## src/design/dudc_pkg.sv

```systemverilog
// Shared types and constants for the differential uniformity checker.
`timescale 1ns / 1ps

package dudc_pkg;

  localparam int unsigned IN_BITS_DEF  = 8;
  localparam int unsigned OUT_BITS_DEF = 8;
  localparam int unsigned FIELD_W      = 8;
  localparam int unsigned BOUND_W      = 9;
  localparam logic [BOUND_W-1:0] BOUND_RESET = 9'd4;
  localparam int unsigned PAIR_INC     = 2;

  typedef enum logic [1:0] {
    CMD_LOAD = 2'd0,
    CMD_ROW  = 2'd1,
    CMD_ALL  = 2'd2
  } dudc_cmd_e;

  typedef enum logic [2:0] {
    ST_IDLE,
    ST_CLEAR,
    ST_RDA,
    ST_RDB,
    ST_CRD,
    ST_UPD
  } dudc_state_e;

  typedef struct packed {
    logic clr;
    logic upd;
  } cnt_op_t;

endpackage

```

## src/design/dudc_seq.sv

```systemverilog
// Sequencer: row and pair cursors, table reads, counter updates, result.
`timescale 1ns / 1ps

module dudc_seq #(
  parameter int unsigned IN_BITS  = dudc_pkg::IN_BITS_DEF,
  parameter int unsigned OUT_BITS = dudc_pkg::OUT_BITS_DEF
) (
  input  logic                          clk_i,
  input  logic                          rst_ni,
  input  logic                          accept_i,
  input  logic [1:0]                    cmd_i,
  input  logic [dudc_pkg::FIELD_W-1:0]  delta_i,
  input  logic [dudc_pkg::BOUND_W-1:0]  bound_i,
  input  logic [OUT_BITS-1:0]           sbox_rdata_i,
  output logic [IN_BITS-1:0]            sbox_raddr_o,
  output dudc_pkg::cnt_op_t             cnt_op_o,
  output logic [OUT_BITS-1:0]           cnt_addr_o,
  input  logic                          cnt_over_i,
  output logic                          busy_o,
  output logic                          done_o,
  output logic                          passes_o
);

  localparam int unsigned InSize = 2**IN_BITS;
  localparam int unsigned ExtW   = (IN_BITS > dudc_pkg::FIELD_W) ? IN_BITS : dudc_pkg::FIELD_W;
  localparam int unsigned HbW    = (IN_BITS > 1) ? $clog2(IN_BITS) : 1;
  localparam logic [IN_BITS-1:0] LastPair = IN_BITS'(InSize / 2 - 1);

  dudc_pkg::dudc_state_e state_q, state_d;
  logic [IN_BITS-1:0]  row_q, row_d;
  logic                all_q, all_d;
  logic [HbW-1:0]      hb_q, hb_d;
  logic [OUT_BITS-1:0] clr_q, clr_d;
  logic [IN_BITS-1:0]  pair_q, pair_d;
  logic [OUT_BITS-1:0] sa_q, sa_d;
  logic [OUT_BITS-1:0] diff_q, diff_d;
  logic                done_q, done_d;
  logic                pass_q, pass_d;

  logic [ExtW-1:0]     delta_ext;
  logic                delta_beyond;
  logic                row0_pass;
  logic [IN_BITS-1:0]  lo_mask;
  logic [IN_BITS-1:0]  x;
  logic [OUT_BITS-1:0] diff;

  assign delta_ext    = ExtW'(delta_i);
  assign delta_beyond = (delta_ext >> IN_BITS) != '0;
  assign row0_pass    = 32'(bound_i) >= 32'(InSize);

  // Highest set bit of the row difference splits each pair.
  always_comb begin
    hb_d = '0;
    for (int i = 0; i < IN_BITS; i++) begin
      if (row_q[i]) hb_d = HbW'(i);
    end
  end

  // Insert a zero at bit hb of the pair number to get the lower member.
  assign lo_mask = ~({IN_BITS{1'b1}} << hb_q);
  assign x       = ((pair_q & ~lo_mask) << 1) | (pair_q & lo_mask);
  assign diff    = sa_q ^ sbox_rdata_i;

  always_ff @(posedge clk_i or negedge rst_ni) begin
    if (!rst_ni) begin
      state_q <= dudc_pkg::ST_IDLE;
      row_q   <= '0;
      all_q   <= 1'b0;
      hb_q    <= '0;
      clr_q   <= '0;
      pair_q  <= '0;
      sa_q    <= '0;
      diff_q  <= '0;
      done_q  <= 1'b0;
      pass_q  <= 1'b0;
    end else begin
      state_q <= state_d;
      row_q   <= row_d;
      all_q   <= all_d;
      hb_q    <= hb_d;
      clr_q   <= clr_d;
      pair_q  <= pair_d;
      sa_q    <= sa_d;
      diff_q  <= diff_d;
      done_q  <= done_d;
      pass_q  <= pass_d;
    end
  end

  always_comb begin
    state_d      = state_q;
    row_d        = row_q;
    all_d        = all_q;
    clr_d        = clr_q;
    pair_d       = pair_q;
    sa_d         = sa_q;
    diff_d       = diff_q;
    done_d       = 1'b0;
    pass_d       = pass_q;
    cnt_op_o     = '0;
    cnt_addr_o   = clr_q;
    sbox_raddr_o = x;
    unique case (state_q)
      dudc_pkg::ST_IDLE: begin
        if (accept_i) begin
          unique case (dudc_pkg::dudc_cmd_e'(cmd_i))
            dudc_pkg::CMD_ROW: begin
              if (delta_i == '0) begin
                done_d = 1'b1;
                pass_d = row0_pass;
              end else if (delta_beyond) begin
                done_d = 1'b1;
                pass_d = 1'b1;
              end else begin
                row_d   = delta_ext[IN_BITS-1:0];
                all_d   = 1'b0;
                clr_d   = '0;
                state_d = dudc_pkg::ST_CLEAR;
              end
            end
            dudc_pkg::CMD_ALL: begin
              row_d   = IN_BITS'(1);
              all_d   = 1'b1;
              clr_d   = '0;
              state_d = dudc_pkg::ST_CLEAR;
            end
            default: ;
          endcase
        end
      end
      dudc_pkg::ST_CLEAR: begin
        cnt_op_o.clr = 1'b1;
        if (clr_q == '1) begin
          pair_d  = '0;
          state_d = dudc_pkg::ST_RDA;
        end else begin
          clr_d = clr_q + 1'b1;
        end
      end
      dudc_pkg::ST_RDA: begin
        state_d = dudc_pkg::ST_RDB;
      end
      dudc_pkg::ST_RDB: begin
        sbox_raddr_o = x ^ row_q;
        sa_d         = sbox_rdata_i;
        state_d      = dudc_pkg::ST_CRD;
      end
      dudc_pkg::ST_CRD: begin
        cnt_addr_o = diff;
        diff_d     = diff;
        state_d    = dudc_pkg::ST_UPD;
      end
      dudc_pkg::ST_UPD: begin
        cnt_op_o.upd = 1'b1;
        cnt_addr_o   = diff_q;
        if (cnt_over_i) begin
          done_d  = 1'b1;
          pass_d  = 1'b0;
          state_d = dudc_pkg::ST_IDLE;
        end else if (pair_q == LastPair) begin
          if (all_q && (row_q != '1)) begin
            row_d   = row_q + 1'b1;
            clr_d   = '0;
            state_d = dudc_pkg::ST_CLEAR;
          end else begin
            done_d  = 1'b1;
            pass_d  = 1'b1;
            state_d = dudc_pkg::ST_IDLE;
          end
        end else begin
          pair_d  = pair_q + 1'b1;
          state_d = dudc_pkg::ST_RDA;
        end
      end
      default: state_d = dudc_pkg::ST_IDLE;
    endcase
  end

  assign busy_o   = state_q != dudc_pkg::ST_IDLE;
  assign done_o   = done_q;
  assign passes_o = pass_q;

endmodule

```

## config.mk

```make
export PLATFORM = sky130hd
export DESIGN_NAME = dudc_seq
export DESIGN_NICKNAME = d
export VERILOG_FILES = /design/src/design/dudc_pkg.sv /design/src/design/dudc_seq.sv
export SDC_FILE = /design/constraint.sdc
export NUM_CORES = 1
export LEC_CHECK = 0
export BUFFER_PORTS_ARGS = -buffer_cell sky130_fd_sc_hd__buf_2
export CORE_ASPECT_RATIO = 0.9
export CORE_MARGIN = 1.5
export CORE_UTILIZATION = 35
export DETAILED_ROUTE_END_ITERATION = 6
export PLACE_DENSITY = 0.61
export SLEW_MARGIN = 20
export SYNTH_ARGS = -nofsm -noshare
export SYNTH_HDL_FRONTEND = slang
export SYNTH_SLANG_ARGS = --single-unit
export TNS_END_PERCENT = 100
```

## constraint.sdc

```tcl
create_clock -name clk_i -period 2.82 [get_ports clk_i]
set_input_delay 0.282 -clock clk_i [delete_from_list [all_inputs] [get_ports clk_i]]
set_output_delay 0.282 -clock clk_i [all_outputs]
set_load 0.02 [all_outputs]
```

; After elaboration in Yosys (flattened, before gate mapping)
; Cells that the tools add are included.
[op_classes]
shifts = 1
n_bitwise = 7
add_sub_neg = 3
n_mux = 54
eq_ne = 24
n_reduce_logical = 14
magnitude_cmp = 1
[op_table]
columns = op, n
row1 = $mux W8, 15
row2 = $pmux W8 S2, 5
row3 = $mux W3, 9
row4 = $add A8 B1 Y8 const B, 3
row5 = $pmux W8 S3, 1
row6 = $ne A2 B2 Y1 const B, 9
row7 = $pmux W3 S6, 1
row8 = $mux W1, 17
row9 = $xor A8 B8 Y8, 2
row10 = $reduce_and A4 Y1, 3
row11 = $ge A9 B9 Y1 const B, 1
row12 = $ne A3 B3 Y1 const B, 3
row13 = $and A8 B8 Y8, 1
row14 = $eq A8 B7 Y1 const B, 1
row15 = $eq A8 B8 Y1 const B, 1
row16 = $logic_not A8 Y1, 1
row17 = $ne A8 B8 Y1 const B, 1
row18 = $not A8 Y8, 1
row19 = $or A8 B8 Y8, 1
row20 = $reduce_and A8 Y1, 1
row21 = $shl A8 B3 Y8 const A, 1
row22 = $and A7 B7 Y7, 1
row23 = $not A7 Y7, 1
row24 = $reduce_and A7 Y1, 1
row25 = 15 further kinds, 23
[totals]
out_inout_bits = 21
ff_bits = 49
word_cells = 114
in_bits = 31

; Depth between registers and ports, before layout
; Gate-level depths: netlist (run 1).
[depth]
ltp_word = 7
mapped_depth = 9
mapped_depth_nobuf = 7

; Worst setup path after synthesis (run 1)
; Ideal clock, no wire load.
[synth_path]
path_type = flip-flop to flip-flop
start = register clr_q[0]
end = register clr_q[0]
stages_incl_launch_ff = 8
synth_period_minus_slack_ps = 2000
setup_time_ps = 125
t_arrival_ps = 1875
slack_ps = 820
n_path_buf = 1
t_required_ps = 2695
path_cell_list = dfrtp_1 > ha_1 > and3_1 > clkbuf_1 > a31oi_1 > a41oi_2 > or3b_2 > mux2_2
[synth_between]
elab_chain_len = 3
word_cells_on_any_way = 6
cone_classes = add/sub: 1 / eq/ne: 2 / mux: 2 / reduce/logical: 1
[synth_rtl]
columns = item, line_no
row1 = start: declaration, dudc_seq.sv:33  ; logic [OUT_BITS-1:0] clr_q, clr_d;
row2 = start signal: assignment, dudc_seq.sv:81  ; clr_q <= clr_d;
row3 = $add A8 B1 Y8 or $eq A8 B8 Y1 (tied branches), "dudc_seq.sv:137, dudc_seq.sv:133"
row4 = $mux W8 or $ne A2 B2 Y1 (tied branches), -
row5 = $pmux W8 S3 or $reduce_and A8 Y1 (tied branches), -
; Parallel ways exist; a longest one is shown, timed or not. The select of a mux whose other input is x is not followed.
; A chain may end at the register's enable or synchronous reset.

; Worst setup path after layout (run 1)
[layout_path]
start = register row_q[0]
end = register clr_q[0]
[layout_between]
elab_chain_len = 4
[layout_rtl]
columns = item, line_no
row1 = start: declaration, dudc_seq.sv:30  ; logic [IN_BITS-1:0] row_q, row_d;
row2 = start signal: assignment, dudc_seq.sv:78  ; row_q <= row_d;
row3 = $ne A8 B8 Y1, dudc_seq.sv:161  ; if (all_q && (row_q != '1)) begin
row4 = $logic_and A1 B1 Y1, dudc_seq.sv:161
row5 = $ne A2 B2 Y1 (no source line), -
row6 = $reduce_and A8 Y1 (no source line), -
; Every way passes these cells.

==> qor.yml, run 1 <==
seq_area_mm2: 0.00123
p_sw_frac: 0.474
whs_ps: 78.5
port_buffers: 43
insertion_delay_ps: 300
coreArea_mm2: 0.00857
setup_violations: 0
syn_to_final_growth_pct: 12.6
min_path_type: "input port to asynchronous set/reset pin"
cp-end-kind: "flop"
place.gp.congestion: 0.874
max_cap_violations: 0
synth_top_area_frac: 0.396
initial_utilization: 0.361
worst_pin_slew_ps: 846
io_pins: 52
final_common_cell: "nand2_1"
grt-ovfl-total: 0
p_sw_mw: 1.69
post_cts_buffers: 0
numCtsBuffers: 5
cpPeakStageDelay_ps: 560
ys_top_cells_by_area: "dfrtp_1 (40%), nand2_1 (8.0%), a21oi_1 (5.7%), xnor2_1 (4.8%), nor2_1 (4.4%)"
syn_area_per_cell_um2: 8.39
drive_above_1_share: 0.188
period_share: 0.837
final_cell_mix: "nand2_1 (66), dfrtp_1 (49), buf_2 (43)"
status: "completed"
syn-num-nets: 403
yosysWarnings: 0
detail-route-antenna-nets: 0
cp-start-kind: "flop"
ctsHtreeMaxLevel: 2
wl_per_cell_um: 14.3
crit_chain: "ha_1 > nand4_1 > o21a_1 > a41oi_2 > or3b_2 > mux2_2"
cts_buffer_depth: 2
irDropWorstVdd_mv: 0.391
worstPathMaxFanout: 13
p_per_area_mw_per_mm2: 1020
skew_ps: 7.15
synth_largest_area_cell: "dfrtp_1"
final_nets: 438
hpwlAfterDp_um: 5430
leakage_nw: 1.51
maxSlewViolCount: 0
synth-edff-count: 0
slowest_stage: "or3b_2"
period_minus_slack_ps: 2360
hold_viol_final: 0
rows: 32
synth_cell_types: 64
fin_util: 0.407
cts_num_sinks: 49
combPwrFrac: 0.503
synth_cells: 369
grt_max_degree: 38
die_height_um: 92.2
insertedDiodeCount: 0
cp_data_arrival_time_ps: 2550
ys_seq_area_frac: 0.396
cts_hold_buffers: 0
max_freq_ghz: 0.424
critPathKind: "flop to flop"
rsz0062_at_grt: "false"
max-slew-margin-rel: 0.436
die_w_um: 102
async_reset_ff_frac: 1.00
drcViolationCount: 0
via_per_inst: 5.29
multi_input_area_mm2: 0.00172
synth_flop_cell: "dfrtp_1"
fillers: 876
p_seq_frac: 0.372
antenna_found_initial: 0
grt_pass1_vias: 2573
vias: 2772
dieArea_mm2: 0.00942
synth_seq_cells: 49
grt_pass1_wl_um: 12600
intPower_mw: 1.87
wirelength_um: 7480
dr.first_iter.drc_count: 120
ctsResizeCount: 0
required_ps: 3020
final_cells: 524
dp.cells: 516
root_buffer: "clkbuf_8"
clkTransAtPathRegs_ps: 100
power_mw: 3.56
drtPass1Iterations: 4
setup_tns_ps: 0
syn_area_mm2: 0.00310
clkPwrFrac: 0.125
grt_use_total: 0.167
cts_tree: "built"
[registers in the layout (all words and copies together), names as in the netlist]
| signal | flops |
|---|---|
| all_q | 1 |
| clr_q | 8 |
| diff_q | 8 |
| done_o | 1 |
| hb_q | 3 |
| pair_q | 8 |
| passes_o | 1 |
| row_q | 8 |
| sa_q | 8 |
| state_q | 3 |
[cell families (layout without fill, tap and decap cells)]
family	after synthesis	count (layout)	synth area share
AOI/OAI and AO/OA	105	105	0.215
xor gates and xnor gates	21	21	0.0594
adders and majority gates	3	3	0.0121
buffers and inverters	29	65	0.0481
DFF	49	49	0.396
muxes	3	3	0.0105
and+or+nand+nor	159	159	0.259
[power groups by stage]
| stage | logic, mW | clock network, mW | registers, mW |
|---|---|---|---|
| after CTS | 1.80 | 0.456 | 1.33 |
| after global routing | 2.02 | 0.489 | 1.38 |
| after floorplan | 1.52 | 0 | 1.19 |
| after detailed placement | 1.79 | 0 | 1.34 |
| final | 1.79 | 0.445 | 1.33 |
| after global placement | 1.77 | 0 | 1.33 |
[final cells by class]
cell class,instances,area share
repair buffers,50,0.0768
multi-input cells,291,0.494
flip-flops and latches,49,0.352
well taps,119,0.0427
inverters,7,0.00754
clock buffers,6,0.0237
clock inverters,2,0.00395
[critical path: cells and delay by family, from the launching register on]
kind	cells	cell delay [ps]
fa+ha+maj	1	260
flops	1	430
mux	1	280
simple gates	2	690
compound gates	2	590
[metrics by stage]
stage	area, um2	setup slack, ps
6_report	3490	460
5_1_grt	3490	308
4_1_cts	3490	465
3_5_place_dp	3390	466
3_3_place_gp	3390	526
2_1_floorplan	3100	820
[synth_stat cells, types with 3 or more instances]
cell and instances:
nand3_1 9, dfrtp_1 49, a22oi_1 3, nand4_1 4
o21ai_0 23, xnor2_1 17, nand2_1 66, or4_1 7
and3_1 6, a21oi_1 35, xor2_1 4, a31oi_1 6
o31ai_1 8, ha_1 3, nor4_1 3, o41ai_1 3
nor3_1 4, clkbuf_1 14, buf_6 4, a211oi_1 4
inv_1 6, nor2_1 36
[path summary, 6_finish.rpt]
check / startpoint / endpoint / cells past startpoint / slack [ps]
min in group clk_i: sbox_rdata_i[4] / sa_q[4] / 3 / 190
max: row_q[0] / clr_q[0] / 6 / 460
max reg2reg: row_q[0] / clr_q[0] / 6 / 460
min: rst_ni / pair_q[6] / 1 / 80
max in group asynchronous: rst_ni / done_o / 2 / 2110
min reg2reg: sa_q[5] / sa_q[5] / 2 / 500
[routing by layer]
layer  global-route usage  wire, um
met5                    0         0
met4               0.0388        87
met3               0.0274       313
met2                0.263      3400
met1                0.239      3680
(Power assumes the default switching activity.)
==> run 2, diff against run 1 <==
- ABC_AREA: unset -> 1
- PLACE_DENSITY: 0.61 -> 0.63
- clock period: 2.82 -> 2.1 ns (I/O delays scaled with it)
==> qor.yml, run 2 <==
status: "finished with violations"
violations: "negative hold slack"
setup_violations: 0  # unchanged
synth_cell_types: 37  # -42%
max-slew-margin-rel: 0.471  # +0.0351
ys_seq_area_frac: 0.381  # -0.0155
via_per_inst: 4.86  # -8.2%
max_cap_violations: 0  # unchanged
final_cell_mix: "nand2_1 (100), dfrtp_1 (47), inv_1 (44), nand3_1 (44), buf_2 (43)"
syn-num-nets: 459  # +14%
critPathKind: "flop to primary output"
synth_most_common_cell: "nand2_1"
ys_top_cells_by_area: "dfrtp_1 (38%), nand2_1 (12%), nand3_1 (6.8%), inv_1 (5.2%), xor2_1 (4.3%)"
hpwlAfterDp_um: 5560  # +2.4%
io_pins: 52  # unchanged
synth_largest_area_cell: "dfrtp_1"
dieArea_mm2: 0.00979  # +4.0%
clkTransAtPathRegs_ps: 100  # about the same
vias: 2899  # +4.6%
skew_ps: 13.9  # +6.73 ps
hold_viol_final: 18  # +18
cts_num_sinks: 49  # unchanged
min_path_type: "input port to asynchronous set/reset pin"
grt_pass1_vias: 2817  # +9.5%
yosysWarnings: 0  # unchanged
drtPass1Iterations: 4  # unchanged
power_mw: 1.66  # -54%
insertedDiodeCount: 0  # unchanged
detail-route-antenna-nets: 0  # unchanged
grt-ovfl-total: 0  # unchanged
grt_max_degree: 35  # -7.9%
cts_hold_buffers: 0  # unchanged
drive_above_1_share: 0.242  # +0.0545
grt_pass1_wl_um: 12700  # +1.2%
setup_tns_ps: 0  # unchanged
leakage_nw: 1.88  # +24%
worstPathMaxFanout: 6  # -7
die_height_um: 94.0  # +2.0%
period_share: 0.929
initial_utilization: 0.356  # -0.00497
cpPeakStageDelay_ps: 490  # -70 ps
cp-end-kind: "primary output"
dr.first_iter.drc_count: 123  # +2.5%
insertion_delay_ps: 300  # about the same
syn_to_final_growth_pct: 15.0
antenna_found_initial: 0  # unchanged
rsz0062_at_grt: "false"
synth_top_area_frac: 0.381  # -0.0155
period_minus_slack_ps: 1950
cp-start-kind: "flop"
coreArea_mm2: 0.00904  # +5.5%
yosys-top-cells-count: "nand2_1 (101), dfrtp_1 (49), inv_1 (45)"
synth_flop_cell: "dfrtp_1"
grt_use_total: 0.159  # -0.00829
ctsHtreeMaxLevel: 2  # unchanged
path_buf_inv: 2  # +2
max_freq_ghz: 0.512
p_per_area_mw_per_mm2: 447  # -56%
required_ps: 1890  # -1130 ps
root_buffer: "clkbuf_8"
final_nets: 508  # +16%
cts_tree: "built"
wl_per_cell_um: 12.4  # -13%
slowest_stage: "dfrtp_2"
synth_cells: 425  # +15%
whs_ps: -16.5  # -95.0 ps
crit_chain: "nor2_2 > nand2_2 > buf_4 > nand2_1 > o221ai_1 > buf_2"
crit_family: "flip-flops"
worst_pin_slew_ps: 793  # -52.7 ps
drcViolationCount: 0  # unchanged
port_buffers: 43  # unchanged
rows: 33  # +3.1%
place.gp.congestion: 0.885  # +1.3%
syn_area_mm2: 0.00322  # +4.1%
final_common_cell: "nand2_1"
synth_seq_cells: 49  # unchanged
numCtsBuffers: 5  # unchanged
wirelength_um: 7430  # -0.67%
cp_data_arrival_time_ps: 1740  # -810 ps
die_w_um: 104  # +2.0%
cts_buffer_depth: 2  # unchanged
syn_area_per_cell_um2: 7.58  # -9.6%
synth-edff-count: 0  # unchanged
maxSlewViolCount: 0  # unchanged
async_reset_ff_frac: 1.00  # unchanged
irDropWorstVdd_mv: 0.245  # -37%
-- run 2: path summary, 6_finish.rpt --
check	startpoint	to	slack (ps)	cells after the start
setup / recovery	state_q[1]	cnt_addr_o[0]	150	6
hold / removal	rst_ni	clr_q[6]	-20	1
setup reg to reg	pair_q[0]	row_q[5]	300	10
hold reg to reg	sa_q[4]	sa_q[4]	540	1
max in group asynchronous	rst_ni	diff_q[6]	1480	2
min in group clk_i	sbox_rdata_i[4]	sa_q[4]	170	2
-- run 2: per-layer routing --
layer,vias up,global-route usage,part of all wire,wire length (um)
met5,-,0,0,0
met4,0,0.0579,0.013,96
met3,8,0.0277,0.049,361
met2,67,0.257,0.46,3430
met1,1350,0.214,0.48,3540
li1,1474,-,-,-
-- run 2: logic make-up after synthesis --
kind of cell	after synthesis	synth area share
xor+xnor	24	0.0652
compound gates	58	0.110
buf+inv	65	0.0854
fa+ha+maj	3	0.0117
mux	8	0.0280
flops	49	0.381
simple gates	218	0.319
-- run 2: timing repair --
item,CTS,global route
gates cloned,0,1
endpoints found under the setup margin,2,10
pin swaps,0,0
resized for setup,1,4
buffers inserted,0,0
-- run 2: final cells by class --
cell class                      instances  area (um2)
Clock inverter                          2        17.5
Clock buffer                            6        82.6
Tap cell                              122         153
Sequential cell                        49        1230
Multi-Input combinational cell        311        1730
Fill cell                             925        5340
Inverter                               54         206
Timing Repair inverter                  1        5.00
Timing Repair Buffer                   52         283
-- run 2: through the flow --
step | std cells | hold WS [ps] | instance area [um2] | worst slack (ps) | utilization
global placement | 588 | 349 | 3580 | 292 | 0.396
finish | 597 | -16.5 | 3700 | 148 | 0.410
global route | 597 | 35.8 | 3700 | 32.8 | 0.410
detailed placement | 588 | 342 | 3580 | 195 | 0.396
CTS | 596 | 6.12 | 3690 | 61.6 | 0.408
floorplan | 425 | -85.6 | 3220 | 488 | -
-- run 2: where the power goes --
group	leakage, nW	switching [mW]	internal (mW)
clock network	0.0518	0.329	0.274
logic	1.26	0.0536	0.0399
registers	0.570	0.00620	0.952
total	1.88	0.389	1.27
==> run 3, diff against run 2 <==
- clock period: 2.1 -> 1.7 ns (I/O delays scaled with it)
==> qor.yml, run 3 (synthesis gave the netlist of run 2 again) <==
r2r-start: "state_q[1]"
cts_tree: "built"
cp_data_arrival_time_ps: 1600  # -140 ps
rows: 33  # unchanged
whs_ps: 119  # +135 ps
die_height_um: 94.0  # unchanged
cts_buffer_depth: 2  # unchanged
r2r_slack_ps: 40  # -260 ps
crit_family: "flip-flops"
min_from: "sbox_rdata_i[7]"
drtPass1Iterations: 4  # unchanged
path_buf_inv: 3  # +1
vias: 3064  # +5.7%
period_share: 1.04
min_path_type: "input port to flop"
dr.first_iter.drc_count: 148  # +20%
ctsHtreeMaxLevel: 2  # unchanged
final_cell_mix: "nand2_1 (91), buf_4 (55), dfrtp_1 (45)"
drive_above_1_share: 0.376  # +0.134
crit_chain: "inv_2 > nor2_4 > nand2_4 > buf_12 > o211ai_1 > buf_4"
final_nets: 552  # +8.7%
grt_pass1_wl_um: 13000  # +2.1%
fillers: 884  # -4.4%
grt_max_degree: 30  # -14%
port_buffers: 43  # unchanged
syn_to_final_growth_pct: 34.8
worstPathMaxFanout: 14  # +8
initial_utilization: 0.356  # unchanged
leakage_nw: 2.15  # +14%
drcViolationCount: 0  # unchanged
io_pins: 52  # unchanged
antenna_found_initial: 0  # unchanged
skew_ps: 9.75  # -4.13 ps
period_minus_slack_ps: 1770
root_buffer: "clkbuf_8"
max_freq_ghz: 0.565
clkTransAtPathRegs_ps: 100  # about the same
max-slew-margin-rel: 0.656  # +0.185
grt-ovfl-total: 0  # unchanged
status: "finished with violations"
dp.cells: 606  # +3.1%
detail-route-antenna-nets: 0  # unchanged
stdcell_area_mm2: 0.00434  # +17%
numCtsBuffers: 5  # unchanged
coreArea_mm2: 0.00904  # unchanged
p_per_area_mw_per_mm2: 471  # +5.5%
dieArea_mm2: 0.00979  # unchanged
hold_viol_final: 0  # -18
whs_endpoint: "sa_q[7]"
grt_use_total: 0.162  # +0.00359
wl_per_cell_um: 12.6  # +1.6%
cp-end-kind: "primary output"
ff2ff_path_depth: 10  # unchanged
wirelength_um: 8100  # +9.1%
insertion_delay_ps: 300  # about the same
required_ps: 1530  # -360 ps
grt_pass1_vias: 2892  # +2.7%
cts_num_sinks: 49  # unchanged
place.gp.congestion: 0.853  # -3.6%
rsz0062_at_grt: "true"
final_cells: 641  # +7.4%
hold_depth: 2
violations: "negative setup slack"
r2r_end: "pair_q[0]"
cp-start-kind: "flop"
insertedDiodeCount: 0  # unchanged
critPathKind: "flop to primary output"
power_mw: 2.05  # +24%
setup_slack_ps: -70.6  # -219 ps
slowest_stage: "dfrtp_2"
via_per_inst: 4.78  # -1.6%
irDropWorstVdd_mv: 0.392  # +60%
hpwlAfterDp_um: 5760  # +3.6%
max_cap_violations: 0  # unchanged
setup_tns_ps: -191  # -191 ps
worst_pin_slew_ps: 515  # -278 ps
cpPeakStageDelay_ps: 440  # -50 ps
final_common_cell: "nand2_1"
setup_violations: 7  # +7
place_area_mm2: 0.00376  # +4.8%
maxSlewViolCount: 0  # unchanged
die_w_um: 104  # unchanged
==> run 3: layer usage <==
layer,global-route usage,share of wire,vias to the layer above
li1,-,-,1559
met1,0.215,0.47,1437
met2,0.276,0.48,58
met3,0.0243,0.035,10
met4,0.0486,0.015,0
met5,0,0,-
==> run 3: how the worst max path moves through the flow <==
stage / from / depth (start not counted) / to
after detailed placement: row_q[0] / 9 / clr_q[4]
final: state_q[0] / 6 / cnt_addr_o[6]
after global routing: state_q[0] / 6 / cnt_addr_o[5]
after global placement: row_q[0] / 9 / clr_q[0]
after floorplan: state_q[1] / 5 / cnt_addr_o[0]
after CTS: state_q[0] / 7 / cnt_addr_o[6]
==> run 3: through the flow <==
stage                util  worst slack (ps)
global route        0.480              -107
floorplan               -               128
finish              0.480             -70.6
global placement    0.416              83.1
CTS                 0.441             -27.4
detailed placement  0.416              92.6
==> run 3: power by group <==
group	switching (mW)	internal (mW)	total, mW
Combinational	0.0684	0.0527	0.121
Sequential	0.00786	1.18	1.18
Clock	0.434	0.309	0.742
Total	0.510	1.54	2.05
==> run 3: area by class of cell <==
| cell class | count | area [um2] | share of cell area |
|---|---|---|---|
| clock buffers | 5 | 68.8 | 0.0158 |
| multi-input cells | 311 | 1920 | 0.443 |
| clock inverters | 3 | 28.8 | 0.00663 |
| inverters | 54 | 215 | 0.0496 |
| well taps | 122 | 153 | 0.0351 |
| repair buffers | 96 | 717 | 0.165 |
| flip-flops and latches | 49 | 1230 | 0.283 |
| repair inverters | 1 | 5.00 | 0.00115 |
==> run 3: what timing repair did <==
item                                    4_1_cts  5_1_grt
pin swaps                                     2       23
endpoints found under the hold margin        20        0
endpoints found under the setup margin       17       41
hold buffers                                  1        0
buffers inserted                              8       17
resized for setup                            21       60
gates cloned                                  0        2
